### src/rtl/iwo_pkg.sv
// Shared types and constants for the interpolating wavetable oscillator.
// Holds the queue item format, the back-end sequencer states and the mode codes.
// No dependencies; every other file but iwo_ram refers to it by scoped names.
package iwo_pkg;

    // Table and phase geometry
    localparam int ADDR_W      = 10;
    localparam int TABLE_LEN   = 1 << ADDR_W;
    localparam int FRAC_BITS   = 16;
    localparam int PHASE_W     = ADDR_W + FRAC_BITS;
    localparam int STEP_W      = 27;
    localparam int VAL_W       = 16;
    localparam int AMP_W       = 16;
    localparam int SAMPLE_BITS = 16;
    localparam int MODE_W      = 2;

    // Queue between front and back
    localparam int QUEUE_DEPTH = 2;
    localparam int QPTR_W      = $clog2(QUEUE_DEPTH);
    localparam int QCNT_W      = $clog2(QUEUE_DEPTH + 1);

    // Interpolation mode codes; the remaining code behaves as cubic.
    localparam logic [MODE_W-1:0] MODE_TRUNC  = 2'd0;
    localparam logic [MODE_W-1:0] MODE_LINEAR = 2'd1;
    localparam logic [MODE_W-1:0] MODE_CUBIC  = 2'd2;

    // Opcode of an input beat
    localparam logic OP_LOAD = 1'b0;
    localparam logic OP_TICK = 1'b1;

    // Configuration register indexes
    localparam logic REG_INTERP_MODE  = 1'b0;
    localparam logic REG_PHASE_OFFSET = 1'b1;

    // One classified item as it travels through the queue.
    // For a tick, addr carries the integer table index and frac the phase fraction.
    typedef struct packed {
        logic                    is_tick;
        logic [ADDR_W-1:0]       addr;
        logic signed [VAL_W-1:0] value;
        logic [FRAC_BITS-1:0]    frac;
        logic signed [AMP_W-1:0] amp;
    } t_item;

    // Back-end sequencer states
    typedef enum logic [3:0] {
        ST_IDLE,
        ST_READ,
        ST_LAST,
        ST_COEF,
        ST_M1,
        ST_M2,
        ST_M3,
        ST_A1,
        ST_A2,
        ST_SUM,
        ST_DIV,
        ST_FIN
    } t_back_state;

endpackage

### src/rtl/iwo_front.sv
// Front part: accepts input beats, classifies them as loads or ticks,
// owns the phase accumulator and pushes classified items into the queue.
// Depends on iwo_pkg.
module iwo_front (
    input  logic                                i_clk,
    input  logic                                i_rst_n,
    input  logic                                i_in_valid,
    output logic                                o_in_stall,
    input  logic                                i_op,
    input  logic [iwo_pkg::ADDR_W-1:0]          i_table_addr,
    input  logic signed [iwo_pkg::VAL_W-1:0]    i_table_value,
    input  logic signed [iwo_pkg::STEP_W-1:0]   i_phase_step,
    input  logic signed [iwo_pkg::AMP_W-1:0]    i_amplitude,
    input  logic [iwo_pkg::ADDR_W-1:0]          i_phase_offset,
    input  logic                                i_full,
    output logic                                o_push,
    output iwo_pkg::t_item                      o_item
);

    logic [iwo_pkg::PHASE_W-1:0] r_phase;
    logic [iwo_pkg::PHASE_W-1:0] read_pos;
    logic                        accept;
    logic                        is_tick;

    assign accept     = i_in_valid && !i_full;
    assign o_in_stall = i_full;
    assign o_push     = accept;
    assign is_tick    = (i_op == iwo_pkg::OP_TICK);

    // Read position is the phase plus the offset in whole entries, wrapping.
    assign read_pos = r_phase + {i_phase_offset, {iwo_pkg::FRAC_BITS{1'b0}}};

    // Classify the beat; a tick carries its table index in the address field.
    always_comb begin
        o_item.is_tick = is_tick;
        o_item.addr    = is_tick ? read_pos[iwo_pkg::PHASE_W-1:iwo_pkg::FRAC_BITS]
                                 : i_table_addr;
        o_item.value   = i_table_value;
        o_item.frac    = read_pos[iwo_pkg::FRAC_BITS-1:0];
        o_item.amp     = i_amplitude;
    end

    // Phase accumulator wraps modulo the table length in fixed point.
    always_ff @(posedge i_clk) begin
        if (!i_rst_n) begin
            r_phase <= '0;
        end else if (accept && is_tick) begin
            r_phase <= r_phase + i_phase_step[iwo_pkg::PHASE_W-1:0];
        end
    end

endmodule

### config.mk
export PLATFORM = sky130hd
export DESIGN_NAME = iwo_front
export DESIGN_NICKNAME = d
export VERILOG_FILES = /design/src/rtl/iwo_pkg.sv /design/src/rtl/iwo_front.sv
export SDC_FILE = /design/constraint.sdc
export NUM_CORES = 1
export LEC_CHECK = 0
export ABC_AREA = 1
export BUFFER_PORTS_ARGS = -buffer_cell sky130_fd_sc_hd__buf_2
export CAP_MARGIN = 10
export CORE_MARGIN = 3
export CORE_UTILIZATION = 55
export CTS_CLUSTER_SIZE = 40
export DETAILED_ROUTE_END_ITERATION = 10
export PLACE_DENSITY = 0.94
export SLEW_MARGIN = 15
export SYNTH_ARGS = -nofsm -noshare
export SYNTH_HDL_FRONTEND = slang
export SYNTH_SLANG_ARGS = --single-unit
### constraint.sdc
create_clock -name i_clk -period 4.7 [get_ports i_clk]
set_input_delay 1.41 -clock i_clk [delete_from_list [all_inputs] [get_ports i_clk]]
set_output_delay 1.41 -clock i_clk [all_outputs]
set_load 0.01 [all_outputs]
==> reports/metrics.cfg <==
[cts]
cts_root_buf = clkbuf_8
clk_pin_slew_worst_paths_ns = 0.10
cts_tree = yes
cts_inserted_buffers = 3
insertion_delay_ns = 0.28
ctsHoldBuffers = 0
cts.sinks = 26
cts_resized = 0
htree_levels = 1
post-cts-setup-buffers = 0
clockBufferDepth = 2

[synthesis]
ys_ff_latch = 26
async_flop_share = 0
synth_top_area_frac = 0.206
yosysWarnings = 0
synth-main-ff-cell = dfxtp_1
synth_top_cell_by_area = nand2_1
ys_seq_area_frac = 0.140
ys_types = 30
synth_area_mm2 = 0.00372
synth_nets = 762
avgSynthCellArea_um2 = 5.80
synth_edf_count = 0
postSynthCellCount = 642
synthTopCellsByArea = nand2_1 21%, dfxtp_1 14%, ha_1 11%

[power_and_ir_drop]
power_per_cell_area_mw_per_mm2 = 181
total_power_uw = 697
vdd_ir_drop_max_uv = 131
power_leakage_uw = 0.00242

[detailed_routing]
vias = 3802
first_pass_iters = 5
drtAntennaViolNets = 0
drcViolationCount = 0
drt-total-wl_um = 9240
wl_per_cell_um = 12.4
drt-vias-per-instance = 5.11
dr.first_iter.drc_count = 156

[placement]
placed_area_mm2 = 0.00380
place_congestion = 0.910
io_buffers = 79
dp.final_hpwl_um = 7580

[setup_path]
arrival_ns = 2.99
r2r-start = r_phase[0]
worstSetupPathType = input pin to output port
critPathRequiredTime_ns = 3.29
path_max_fanout = 3
r2r_slack_ns = 2.48
rr_worst_depth = 15
timing.rr.end = r_phase[16]
crit_path_end_kind = output port
worstSetupStartpointType = input pin

[floorplan]
core.rowCount = 29
die_w_um = 88.3
die_area_mm2 = 0.00779
floorplan.initialDensity = 0.577
core_mm2 = 0.00646
die_y_um = 88.3
ioPinCount = 145

[layout]
fill_cells = 694
final_core_util = 0.597
layout-drive-gt1-share = 0.141
largestRegisters = r_phase x26
largest-register = r_phase
final_nets = 788
diodes = 0
syn_to_final_growth_pct = 3.60
largest_reg_flops = 26
fin_area_mm2 = 0.00386

[hold_path]
hold_path_depth = 2
hold_path_end = r_phase[5]
hp-start = r_phase[5]
hp-class = flop to flop

[sta]
slew_violations = 0
fin_skew_ns = 0.00360
rsz0062_at_grt = false
fmax_mhz = 227
setup_viol = 0
fin_crit_ns = 4.40
min_period_over_period = 0.936
hold_viol = 0
tns_ns = 0
worst_slew_margin_rel = 0.524
worstMarginPinSlew_ns = 0.713

[global_routing]
grt_pass1_vias = 3614
grt_use_total = 0.238
grt_pass1_wl_um = 15200
grt_max_degree = 45
overflow = 0
grt_antenna_before_repair = 0

[run_status]
status = finished clean

[run]
maxCapViolations = 0

[metal layers]
layer | wire length (um) | global-route usage | vias to the layer above
met5 | 0 | 0 | -
met4 | 138 | 0.0659 | 0
met3 | 434 | 0.0223 | 20
met2 | 4490 | 0.447 | 109
met1 | 4180 | 0.288 | 1671
li1 | - | - | 2002
[final cells by class]
cell class                 count  area (um^2)  share of cell area
timing repair buffer          79          395               0.102
inverter                     116          435               0.113
sequential                    26          520               0.135
clock buffer                   4         55.1              0.0143
multi-input combinational    442         2350               0.610
tap                           77         96.3              0.0250
[cells in the final DEF, fill, tap and decap left out, drive strengths merged, types with 10 or more instances in the layout]
cell type,instances
nand3,41
nand4,10
inv,115
o21ai,20
o21bai,14
o21a,12
nand2,208
buf,79
nor2,47
a21oi,25
ha,34
dfxtp,26
[critical path: stages]
cell	delay, ns
buf_2	0.10
ha_1	0.23
fa_1	0.39
nand2_1	0.10
nand2_1	0.06
nand2_1	0.05
nand2_1	0.11
a21oi_1	0.18
nand2_1	0.06
a31oi_1	0.15
buf_2	0.15
[cells in the mapped netlist (5+ instances only)]
cell type and number:
nand4_1 10, a31oi_1 5, o21bai_1 14, buf_4 51, xnor2_1 5, a21oi_1 25
inv_1 113, nand2_1 204, o21a_1 12, o21ai_0 19, nor2_1 44, ha_1 34
xor2_1 9, dfxtp_1 26, nand3_1 40
[cells by family (layout without fill, tap and decap cells)]
logic type | after synthesis | count (layout) | synth area share
compound gates | 81 | 81 | 0.131
xor+xnor | 14 | 14 | 0.0329
fa+ha+maj | 36 | 36 | 0.125
buf+inv | 174 | 199 | 0.228
flops | 26 | 26 | 0.140
simple gates | 311 | 311 | 0.343
[worst max-delay path by stage]
stage	cells past startpoint	slack, ns	from	endpoint
finish	11	0.30	i_phase_offset[0]	o_item[54]
global route	11	0.11	i_phase_offset[0]	o_item[54]
CTS	11	0.31	i_phase_offset[0]	o_item[54]
detailed placement	11	0.31	i_phase_offset[0]	o_item[54]
global placement	11	0.35	i_phase_offset[0]	o_item[54]
floorplan	9	0.58	i_phase_offset[0]	o_item[54]
[power by group]
group | internal, uW | total [uW] | switching [uW]
Clock | 75.2 | 157 | 82.3
Combinational | 114 | 297 | 182
Sequential | 232 | 242 | 10.1
Total | 422 | 697 | 275
[metrics by stage]
step | worst slack [ns] | hold slack, ns | instances
floorplan | 0.577 | 0.491 | 642
CTS | 0.309 | 0.552 | 744
global route | 0.106 | 0.591 | 744
global placement | 0.345 | 0.512 | 740
detailed placement | 0.312 | 0.524 | 740
finish | 0.300 | 0.553 | 744
Note: power is estimated with default switching activity, not from simulation.
