--- src/rtl/iwo_pkg.sv ---
// Shared types and constants for the interpolating wavetable oscillator.
// Holds the queue item format, the back-end sequencer states and the mode codes.
// No dependencies; every other file but iwo_ram refers to it by scoped names.
package iwo_pkg;

    // Table and phase geometry
    localparam int ADDR_W      = 10;
    localparam int TABLE_LEN   = 1 << ADDR_W;
    localparam int FRAC_BITS   = 16;
    localparam int PHASE_W     = ADDR_W + FRAC_BITS;
    localparam int STEP_W      = 27;
    localparam int VAL_W       = 16;
    localparam int AMP_W       = 16;
    localparam int SAMPLE_BITS = 16;
    localparam int MODE_W      = 2;

    // Queue between front and back
    localparam int QUEUE_DEPTH = 2;
    localparam int QPTR_W      = $clog2(QUEUE_DEPTH);
    localparam int QCNT_W      = $clog2(QUEUE_DEPTH + 1);

    // Interpolation mode codes; the remaining code behaves as cubic.
    localparam logic [MODE_W-1:0] MODE_TRUNC  = 2'd0;
    localparam logic [MODE_W-1:0] MODE_LINEAR = 2'd1;
    localparam logic [MODE_W-1:0] MODE_CUBIC  = 2'd2;

    // Opcode of an input beat
    localparam logic OP_LOAD = 1'b0;
    localparam logic OP_TICK = 1'b1;

    // Configuration register indexes
    localparam logic REG_INTERP_MODE  = 1'b0;
    localparam logic REG_PHASE_OFFSET = 1'b1;

    // One classified item as it travels through the queue.
    // For a tick, addr carries the integer table index and frac the phase fraction.
    typedef struct packed {
        logic                    is_tick;
        logic [ADDR_W-1:0]       addr;
        logic signed [VAL_W-1:0] value;
        logic [FRAC_BITS-1:0]    frac;
        logic signed [AMP_W-1:0] amp;
    } t_item;

    // Back-end sequencer states
    typedef enum logic [3:0] {
        ST_IDLE,
        ST_READ,
        ST_LAST,
        ST_COEF,
        ST_M1,
        ST_M2,
        ST_M3,
        ST_A1,
        ST_A2,
        ST_SUM,
        ST_DIV,
        ST_FIN
    } t_back_state;

endpackage

--- src/rtl/iwo_fifo.sv ---
// Short queue of classified items between the front and back parts.
// Depends on iwo_pkg for the item type and the queue depth.
module iwo_fifo (
    input  logic          i_clk,
    input  logic          i_rst_n,
    input  logic          i_push,
    input  iwo_pkg::t_item i_item,
    output logic          o_full,
    input  logic          i_pop,
    output logic          o_valid,
    output iwo_pkg::t_item o_item
);

    iwo_pkg::t_item                  r_mem [iwo_pkg::QUEUE_DEPTH];
    logic [iwo_pkg::QPTR_W-1:0]      r_wr_ptr;
    logic [iwo_pkg::QPTR_W-1:0]      r_rd_ptr;
    logic [iwo_pkg::QCNT_W-1:0]      r_count;

    // Storage write
    always_ff @(posedge i_clk) begin
        if (i_push) begin
            r_mem[r_wr_ptr] <= i_item;
        end
    end

    // Pointers and fill count
    always_ff @(posedge i_clk) begin
        if (!i_rst_n) begin
            r_wr_ptr <= '0;
            r_rd_ptr <= '0;
            r_count  <= '0;
        end else begin
            if (i_push) begin
                r_wr_ptr <= (r_wr_ptr == iwo_pkg::QPTR_W'(iwo_pkg::QUEUE_DEPTH - 1))
                          ? '0 : r_wr_ptr + 1'b1;
            end
            if (i_pop) begin
                r_rd_ptr <= (r_rd_ptr == iwo_pkg::QPTR_W'(iwo_pkg::QUEUE_DEPTH - 1))
                          ? '0 : r_rd_ptr + 1'b1;
            end
            if (i_push && !i_pop) begin
                r_count <= r_count + 1'b1;
            end else if (!i_push && i_pop) begin
                r_count <= r_count - 1'b1;
            end
        end
    end

    assign o_full  = (r_count == iwo_pkg::QCNT_W'(iwo_pkg::QUEUE_DEPTH));
    assign o_valid = (r_count != '0);
    assign o_item  = r_mem[r_rd_ptr];

endmodule

--- config.mk ---
export PLATFORM = sky130hd
export DESIGN_NAME = iwo_fifo
export DESIGN_NICKNAME = d
export VERILOG_FILES = /design/src/rtl/iwo_pkg.sv /design/src/rtl/iwo_fifo.sv
export SDC_FILE = /design/constraint.sdc
export NUM_CORES = 1
export LEC_CHECK = 0
export BUFFER_PORTS_ARGS = -buffer_cell sky130_fd_sc_hd__clkbuf_2
export CORE_UTILIZATION = 52
export DETAILED_ROUTE_END_ITERATION = 12
export PLACE_DENSITY = 0.81
export SYNTH_ARGS = -nofsm -noshare
export SYNTH_HDL_FRONTEND = slang
export SYNTH_SLANG_ARGS = --single-unit
--- constraint.sdc ---
create_clock -name i_clk -period 6.3 [get_ports i_clk]
set_clock_uncertainty 0.1 [all_clocks]
set_input_delay 1.89 -clock i_clk [delete_from_list [all_inputs] [get_ports i_clk]]
set_output_delay 1.89 -clock i_clk [all_outputs]
set_load 0.05 [all_outputs]
==> flow_metrics.env, run 1 <==
export IMPL_ctsResizeCount=0
export IMPL_start_kind="register"
export IMPL_drive_gt1_frac=0.611
export IMPL_die_w_um=95.3
export IMPL_slew_headroom=0.332
export IMPL_vdd_drop_max_uv=242
export IMPL_num_vias=2312
export IMPL_clock_latency_ps=490
export IMPL_finalSetupViolations=0
export IMPL_status="completed"
export IMPL_final_fill_count=543
export IMPL_io_buffers=123
export IMPL_ys_warn_count=0
export IMPL_min_period_ps=4510
export IMPL_grt_total_usage=0.178
export IMPL_place_inst=430
export IMPL_finalCritPeriodShare=0.716
export IMPL_finalSetupTns_ps=0
export IMPL_seq_area_um2=3640
export IMPL_synth_nets=270
export IMPL_r2r_setup_slack_ps=4240
export IMPL_drt_iter0_markers=61
export IMPL_synthTopCellsByCount="edfxtp_1 (118), mux2_2 (49), mux2_4 (10), dfxtp_1 (5)"
export IMPL_rows=33
export IMPL_p_per_area_nw_per_um2=384
export IMPL_routed_wl_um=7670
export IMPL_core_area_um2=8300
export IMPL_p_total_w=0.00225
export IMPL_rr_worst_depth=2
export IMPL_grt_start_max_net_pins=41
export IMPL_tightest_slew_ps=1000
export IMPL_netlist_instances=206
export IMPL_yosys_top_cells_area="edfxtp_1 (78%), mux2_2 (12%), mux2_4 (3.3%)"
export IMPL_via_per_inst=5.00
export IMPL_synth_top_cell_by_area="edfxtp_1"
export IMPL_fmax_mhz=222
export IMPL_drtAntennaViolNets=0
export IMPL_cpLargestDelayFamily="flip-flops"
export IMPL_synth_simple_gate_area_frac=0.0125
export IMPL_hpwl_um=4810
export IMPL_synth_top_family_by_area="multiplexers"
export IMPL_worst_path_buf_inv=2
export IMPL_multi_input_area_um2=826
export IMPL_worstSetupPathType="register to output port"
export IMPL_hold_path_depth=2
export IMPL_start_util=0.545
export IMPL_syn_avg_cell_area_um2=22.0
export IMPL_p_leak_nw=2.28
export IMPL_cts_setup_buffers=0
export IMPL_endpoint_kind="output port"
export IMPL_required_ps=4310
export IMPL_netlist_area_leader_share=0.784
export IMPL_dr_pass1_iters=4
export IMPL_synth_flop_cell="edfxtp_1"
export IMPL_avgRoutedWirePerCell_um=16.6
export IMPL_synthArstFlopShare=0
export IMPL_timing_rr_end="r_mem[1][37]"
export IMPL_die_y_um=95.3
export IMPL_critPathMaxFanout=38
export IMPL_synth_cell_type_count=18
export IMPL_grt_pass1_wl_um=11200
export IMPL_hold_path_startpoint="r_count[1]"
export IMPL_num_io_pins=124
export IMPL_tritoncts="built"
export IMPL_cap_violations=0
export IMPL_instances_no_fill=462
export IMPL_worst_hold_path_endpoint="r_count[1]"
export IMPL_clock_sinks=123
export IMPL_ys_seq_elements=123
export IMPL_timing_final_hold_violations=0
export IMPL_crit_slowest_cell="dfxtp_2"
export IMPL_drc_errors=0
export IMPL_cts_buffer_depth=2
export IMPL_htree_num_levels=4
export IMPL_synth_edff_count=118
export IMPL_syn_to_final_growth_pct=29.5
export IMPL_synth_mux_area_frac=0.155
export IMPL_rr_startpoint="r_wr_ptr"
export IMPL_grt_overflow_total=0
export IMPL_nets=408
export IMPL_numCtsBuffers=17
export IMPL_antenna_found_initial=0
export IMPL_synth_most_common_cell="edfxtp_1"
export IMPL_gp_congestion=0.676
export IMPL_hp_class="register to register"
export IMPL_grt_pass1_vias=2264
export IMPL_syn_area_um2=4520
export IMPL_slew_violations=0
export IMPL_antennaDiodeCount=0
export IMPL_crit_chain="buf_4, mux2_2, clkbuf_2"
export IMPL_hold_buffers=0
export IMPL_die_area_um2=9070
export IMPL_rsz0062_at_grt="false"
export IMPL_ys_seq_area_frac=0.806
export IMPL_synth_xor_area_frac=0.00581
export IMPL_synth_compound_area_frac=0.00443
export IMPL_clk_pin_slew_ps=50
export IMPL_worstPathArrival_ps=2520
export IMPL_cts_root_buf="clkbuf_8"
export IMPL_cpPeakStageDelay_ps=930
export IMPL_synthAdderAreaFrac=0.00277
sequential cells by signal, indices dropped and copies added, names as in the netlist, named ones only:
name	count
r_count	2
r_mem	118
r_rd_ptr	1
r_wr_ptr	1
power by group:
group	internal (W)	switching (W)	leakage [nW]
Clock	0.000642	0.000340	0.284
Sequential	0.000945	0.0000208	1.15
Combinational	0.0000911	0.000211	0.848
Total	0.00168	0.000572	2.28
placed cells by master, fill, tap and decap left out:
| cell type | count |
|---|---|
| inv_1 | 1 |
| clkinv_1 | 3 |
| dfxtp_1 | 4 |
| or3_1 | 1 |
| o21a_1 | 1 |
| mux2_2 | 49 |
| clkinv_4 | 1 |
| bufinv_16 | 4 |
| xnor2_1 | 1 |
| and2_2 | 1 |
| or2_2 | 1 |
| clkbuf_2 | 123 |
| buf_4 | 3 |
| inv_6 | 3 |
| mux2_4 | 10 |
| a21boi_1 | 1 |
| dfxtp_2 | 1 |
| o21ai_0 | 1 |
| and2_1 | 3 |
| edfxtp_1 | 118 |
| clkbuf_16 | 16 |
| clkinvlp_4 | 4 |
| nor2b_1 | 2 |
| ha_1 | 1 |
| xor2_1 | 2 |
| clkbuf_8 | 1 |
| nor2b_4 | 1 |
tightest hold or removal path, stage by stage, from the launching register on:
cell	delay [ps]
dfxtp_1	330
o21ai_0	80
a21boi_1	60
kinds of logic (layout without fill, tap and decap cells):
logic type,count (synthesis),in the layout
compound gates,3,3
buf+inv,8,159
mux,59,59
xor+xnor,3,3
fa+ha+maj,1,1
simple gates,9,9
flops,123,123
stage by stage:
step	utilization	hold slack (ps)	cell area, µm²	worst slack (ps)
6_report	0.705	415	5850	1790
5_1_grt	0.705	454	5850	1620
4_1_cts	0.705	415	5850	1710
3_5_place_dp	0.632	405	5240	2260
3_3_place_gp	0.632	380	5240	2270
2_1_floorplan	-	361	4520	1190
per-layer routing:
layer | vias to the layer above | global-route usage | part of all wire
met5 | - | 0 | 0
met4 | 0 | 0.0833 | 0.012
met3 | 10 | 0.0622 | 0.068
met2 | 89 | 0.304 | 0.50
met1 | 1119 | 0.198 | 0.42
li1 | 1094 | - | -
how the worst max path moves through the flow:
stage,end,slack (ps),cells after the start
2_1_floorplan,r_mem[0][0],1190,1
3_3_place_gp,o_item[29],2270,3
3_5_place_dp,o_item[29],2260,3
4_1_cts,o_item[29],1710,3
5_1_grt,o_item[29],1620,3
6_report,o_item[29],1790,3
final cells by class:
cell class | count | share of cell area
clock buffers | 17 | 0.0707
inverters | 1 | 0.000641
repair buffers | 126 | 0.109
flip-flops and latches | 123 | 0.623
clock inverters | 15 | 0.0336
multi-input cells | 75 | 0.141
well taps | 105 | 0.0224
Power figures use the tool's default switching activity.
==> inputs of run 2 (changes only) <==
==> constraint.sdc (replaced) <==
create_clock -name i_clk -period 4.7 [get_ports i_clk]
set_clock_uncertainty 0.1 [all_clocks]
set_input_delay 1.41 -clock i_clk [delete_from_list [all_inputs] [get_ports i_clk]]
set_output_delay 1.41 -clock i_clk [all_outputs]
set_load 0.05 [all_outputs]
==> flow_metrics.env, run 2 (synthesis gave the netlist of run 1 again) <==
export IMPL_status="completed"
export IMPL_clock_sinks=123
export IMPL_critPathMaxFanout=31
export IMPL_die_y_um=95.3
export IMPL_final_cell_mix="clkbuf_2 (123), edfxtp_1 (118), mux2_2 (49), clkbuf_16 (16), mux2_4 (10)"
export IMPL_tightest_slew_ps=879
export IMPL_grt_total_usage=0.178
export IMPL_slew_headroom=0.413
export IMPL_antennaDiodeCount=0
export IMPL_drtAntennaViolNets=0
export IMPL_numCtsBuffers=17
export IMPL_num_io_pins=124
export IMPL_top_register="r_mem"
export IMPL_dr_pass1_iters=4
export IMPL_num_vias=2335
export IMPL_start_kind="register"
export IMPL_crit_slowest_cell="dfxtp_2"
export IMPL_grt_overflow_total=0
export IMPL_htree_num_levels=4
export IMPL_cap_violations=0
export IMPL_p_per_area_nw_per_um2=524
export IMPL_crit_chain="buf_4, mux2_2, clkbuf_2"
export IMPL_finalSetupTns_ps=0
export IMPL_syn_to_final_growth_pct=30.8
export IMPL_timing_final_hold_violations=0
export IMPL_cts_buffer_depth=2
export IMPL_final_common_cell="clkbuf_2"
export IMPL_largest_reg_flops=118
export IMPL_start_util=0.545
export IMPL_hpwl_um=4960
export IMPL_gp_congestion=0.676
export IMPL_core_area_um2=8300
export IMPL_worstSetupPathType="register to output port"
export IMPL_dpl_worst_slack_ps=1280
export IMPL_finish_instance_area_um2=5910
export IMPL_io_buffers=123
export IMPL_grt_pass1_wl_um=11300
export IMPL_cts_root_buf="clkbuf_8"
export IMPL_finalSetupViolations=0
export IMPL_dpl_cell_area_um2=5270
export IMPL_fmax_mhz=257
export IMPL_worst_path_buf_inv=2
export IMPL_vdd_drop_max_uv=366
export IMPL_hold_buffers=0
export IMPL_tritoncts="built"
export IMPL_worstPathArrival_ps=2380
export IMPL_rows=33
export IMPL_ctsResizeCount=0
export IMPL_required_ps=3190
export IMPL_p_leak_nw=2.32
export IMPL_drt_iter0_markers=110
export IMPL_reg_largest_list="r_mem: 118 flops, r_count: 2 flops"
export IMPL_via_per_inst=5.03
export IMPL_slew_violations=0
export IMPL_min_period_ps=3890
export IMPL_setup_ws_ps=808
export IMPL_cpLargestDelayFamily="flip-flops"
export IMPL_die_w_um=95.3
export IMPL_grt_start_max_net_pins=34
export IMPL_avgRoutedWirePerCell_um=16.1
export IMPL_finalCritPeriodShare=0.828
export IMPL_p_total_w=0.00310
export IMPL_clk_pin_slew_ps=50
export IMPL_grt_pass1_vias=2414
export IMPL_drc_errors=0
export IMPL_nets=410
export IMPL_clock_latency_ps=490
export IMPL_hp_class="register to register"
export IMPL_cts_setup_buffers=0
export IMPL_rsz0062_at_grt="false"
export IMPL_antenna_found_initial=0
export IMPL_endpoint_kind="output port"
export IMPL_routed_wl_um=7480
export IMPL_die_area_um2=9070
export IMPL_cpPeakStageDelay_ps=890
export IMPL_drive_gt1_frac=0.607
==> run 2: cell types whose count changed in the layout (fill, tap and decap cells not counted) <==
cell and delta:
inv_6 -2, buf_12 +1, buf_4 +1, clkinv_2 +1, clkbuf_1 +2, bufinv_16 +2, clkinvlp_4 -3
==> run 2: power by group <==
group	total (W)	internal, W	leakage [nW]	switching, W
clock	0.00140	0.000963	0.309	0.000433
combinational	0.000409	0.000125	0.863	0.000284
sequential	0.00130	0.00127	1.15	0.0000280
==> run 2: area by class of cell <==
class / count / area [µm²]
clock buffer: 19 / 422
clock inverter: 13 / 221
inverter: 1 / 3.75
sequential: 123 / 3640
timing repair buffer: 128 / 666
tap: 105 / 131
multi-input combinational: 75 / 826
fill: 530 / 2380
==> run 2: per-layer routing <==
metal | routed length (µm) | part of all wire | track usage | up-vias
li1 | - | - | - | 1094
met1 | 2970 | 0.40 | 0.188 | 1139
met2 | 3930 | 0.52 | 0.311 | 97
met3 | 548 | 0.073 | 0.0758 | 5
met4 | 36 | 0.0048 | 0.0720 | 0
met5 | 0 | 0 | 0 | -
==> run 2: worst paths after layout <==
check / from / to / slack (ps) / depth (start not counted)
max: register / o_item[0] / 810 / 3
min: r_count[1] / r_count[1] / 450 / 2
max reg2reg: r_wr_ptr / r_mem[1][32] / 2860 / 2
min reg2reg: r_count[1] / r_count[1] / 450 / 2
==> run 2: through the flow <==
step | hold slack [ps] | util | cells
finish | 449 | 0.713 | 464
global route | 494 | 0.713 | 464
CTS | 443 | 0.713 | 464
detailed placement | 425 | 0.635 | 432
global placement | 384 | 0.635 | 432
floorplan | 361 | - | 206
==> run 2: worst reg2reg max path, stage by stage (launching register included) <==
cell     delay, ps
dfxtp_1        380
and2_2         640
buf_4          400
==> inputs of run 3 (changes only) <==
==> constraint.sdc (replaced) <==
create_clock -name i_clk -period 4 [get_ports i_clk]
set_clock_uncertainty 0.1 [all_clocks]
set_input_delay 1.2 -clock i_clk [delete_from_list [all_inputs] [get_ports i_clk]]
set_output_delay 1.2 -clock i_clk [all_outputs]
set_load 0.05 [all_outputs]
==> flow_metrics.env, run 3 (synthesis gave the netlist of run 1 again) <==
export IMPL_die_w_um=95.3
export IMPL_start_kind="register"
export IMPL_antennaDiodeCount=0
export IMPL_clock_sinks=123
export IMPL_finalSetupViolations=0
export IMPL_clock_latency_ps=490
export IMPL_start_util=0.545
export IMPL_p_sw_w=0.000848
export IMPL_top_register="r_mem"
export IMPL_slew_headroom=0.542
export IMPL_routed_wl_um=7690
export IMPL_finish_instance_area_um2=5810
export IMPL_core_area_um2=8300
export IMPL_grt_start_max_net_pins=36
export IMPL_cts_buffer_depth=2
export IMPL_cpPeakStageDelay_ps=740
export IMPL_numCtsBuffers=17
export IMPL_status="completed"
export IMPL_reg_largest_list="r_mem: 118 flops, r_count: 2 flops"
export IMPL_hold_ws_ps=488
export IMPL_worstPathArrival_ps=2170
export IMPL_rsz0062_at_grt="false"
export IMPL_hold_path_depth=2
export IMPL_drtAntennaViolNets=0
export IMPL_final_cell_mix="clkbuf_2 (123), edfxtp_1 (118), mux2_2 (49), clkbuf_16 (16), mux2_4 (10)"
export IMPL_p_leak_nw=2.27
export IMPL_cts_root_buf="clkbuf_8"
export IMPL_drt_iter0_markers=92
export IMPL_final_common_cell="clkbuf_2"
export IMPL_crit_slowest_cell="dfxtp_2"
export IMPL_worst_path_buf_inv=2
export IMPL_p_clk_frac=0.402
export IMPL_die_y_um=95.3
export IMPL_drive_gt1_frac=0.602
export IMPL_place_inst=431
export IMPL_num_io_pins=124
export IMPL_critPathMaxFanout=34
export IMPL_r2r_setup_slack_ps=2250
export IMPL_largest_reg_flops=118
export IMPL_hold_path_startpoint="r_count[1]"
export IMPL_num_vias=2316
export IMPL_min_period_ps=3470
export IMPL_grt_total_usage=0.176
export IMPL_finalCritPeriodShare=0.867
export IMPL_crit_chain="buf_12, mux2_2, clkbuf_2"
export IMPL_final_fill_count=534
export IMPL_grt_overflow_total=0
export IMPL_tritoncts="built"
export IMPL_htree_num_levels=4
export IMPL_grt_pass1_vias=2368
export IMPL_switching_share=0.253
export IMPL_finalSetupTns_ps=0
export IMPL_slew_violations=0
export IMPL_required_ps=2700
export IMPL_endpoint_kind="output port"
export IMPL_timing_final_hold_violations=0
export IMPL_p_comb_frac=0.145
export IMPL_p_int_w=0.00251
export IMPL_fmax_mhz=288
export IMPL_drc_errors=0
export IMPL_cpLargestDelayFamily="flip-flops"
export IMPL_io_buffers=123
export IMPL_worstSetupPathType="register to output port"
export IMPL_cts_setup_buffers=0
export IMPL_timing_rr_end="r_mem[1][13]"
export IMPL_hold_buffers=0
export IMPL_rows=33
export IMPL_dpl_cell_area_um2=5280
export IMPL_cap_violations=0
export IMPL_avgRoutedWirePerCell_um=16.7
export IMPL_tightest_slew_ps=687
export IMPL_hp_class="register to register"
export IMPL_die_area_um2=9070
export IMPL_via_per_inst=5.01
export IMPL_worst_hold_path_endpoint="r_count[1]"
export IMPL_pwr_share_seq=0.453
export IMPL_instances_no_fill=462
export IMPL_antenna_found_initial=0
export IMPL_vdd_drop_max_uv=322
export IMPL_syn_to_final_growth_pct=28.4
export IMPL_rr_startpoint="r_wr_ptr"
export IMPL_rr_worst_depth=2
export IMPL_clk_pin_slew_ps=50
export IMPL_p_per_area_nw_per_um2=578
export IMPL_grt_pass1_wl_um=11200
export IMPL_ctsResizeCount=0
export IMPL_gp_congestion=0.664
export IMPL_nets=409
export IMPL_dr_pass1_iters=6
export IMPL_hpwl_um=5080
==> run 3: how the worst max path moves through the flow <==
stage | startpoint | endpoint | slack [ps] | cells after the start
6_report | register | o_item[7] | 530 | 3
5_1_grt | register | o_item[7] | 410 | 3
4_1_cts | register | o_item[2] | 480 | 3
3_5_place_dp | register | o_item[2] | 1020 | 3
3_3_place_gp | register | o_item[2] | 1010 | 3
2_1_floorplan | i_push | r_mem[0][0] | 700 | 1
==> run 3: power groups by stage <==
stage	Combinational, W	Clock (W)	Sequential (W)
3_3_place_gp	0.000482	0	0.00154
4_1_cts	0.000491	0.00138	0.00152
2_1_floorplan	0.000384	0	0.00153
5_1_grt	0.000510	0.00143	0.00153
6_report	0.000486	0.00135	0.00152
3_5_place_dp	0.000490	0	0.00154
==> run 3: worst register-to-register path, cell delays in order, from the launching register on <==
cell     delay, ps
dfxtp_1        380
and2_2         620
buf_12         300
==> run 3: stage by stage <==
stage          setup slack, ps   util  total power, W
2_1_floorplan              700      -         0.00191
6_report                   532  0.700         0.00335
4_1_cts                    478  0.700         0.00339
5_1_grt                    408  0.700         0.00347
3_3_place_gp              1010  0.636         0.00202
3_5_place_dp              1020  0.636         0.00203
==> run 3: area by class of cell <==
type / instances / area, µm² / share of cell area
clock buffers: 20 / 425 / 0.0733
clock inverters: 11 / 104 / 0.0179
inverters: 1 / 3.75 / 0.000647
multi-input cells: 75 / 826 / 0.142
flip-flops and latches: 123 / 3640 / 0.628
well taps: 105 / 131 / 0.0226
repair buffers: 127 / 671 / 0.116
==> run 3: layer usage <==
layer / track usage / vias to the layer above / part of all wire
li1: - / 1090 / -
met5: 0 / - / 0
met2: 0.289 / 90 / 0.52
met4: 0.0770 / 0 / 0.0045
met1: 0.206 / 1132 / 0.41
met3: 0.0686 / 4 / 0.066
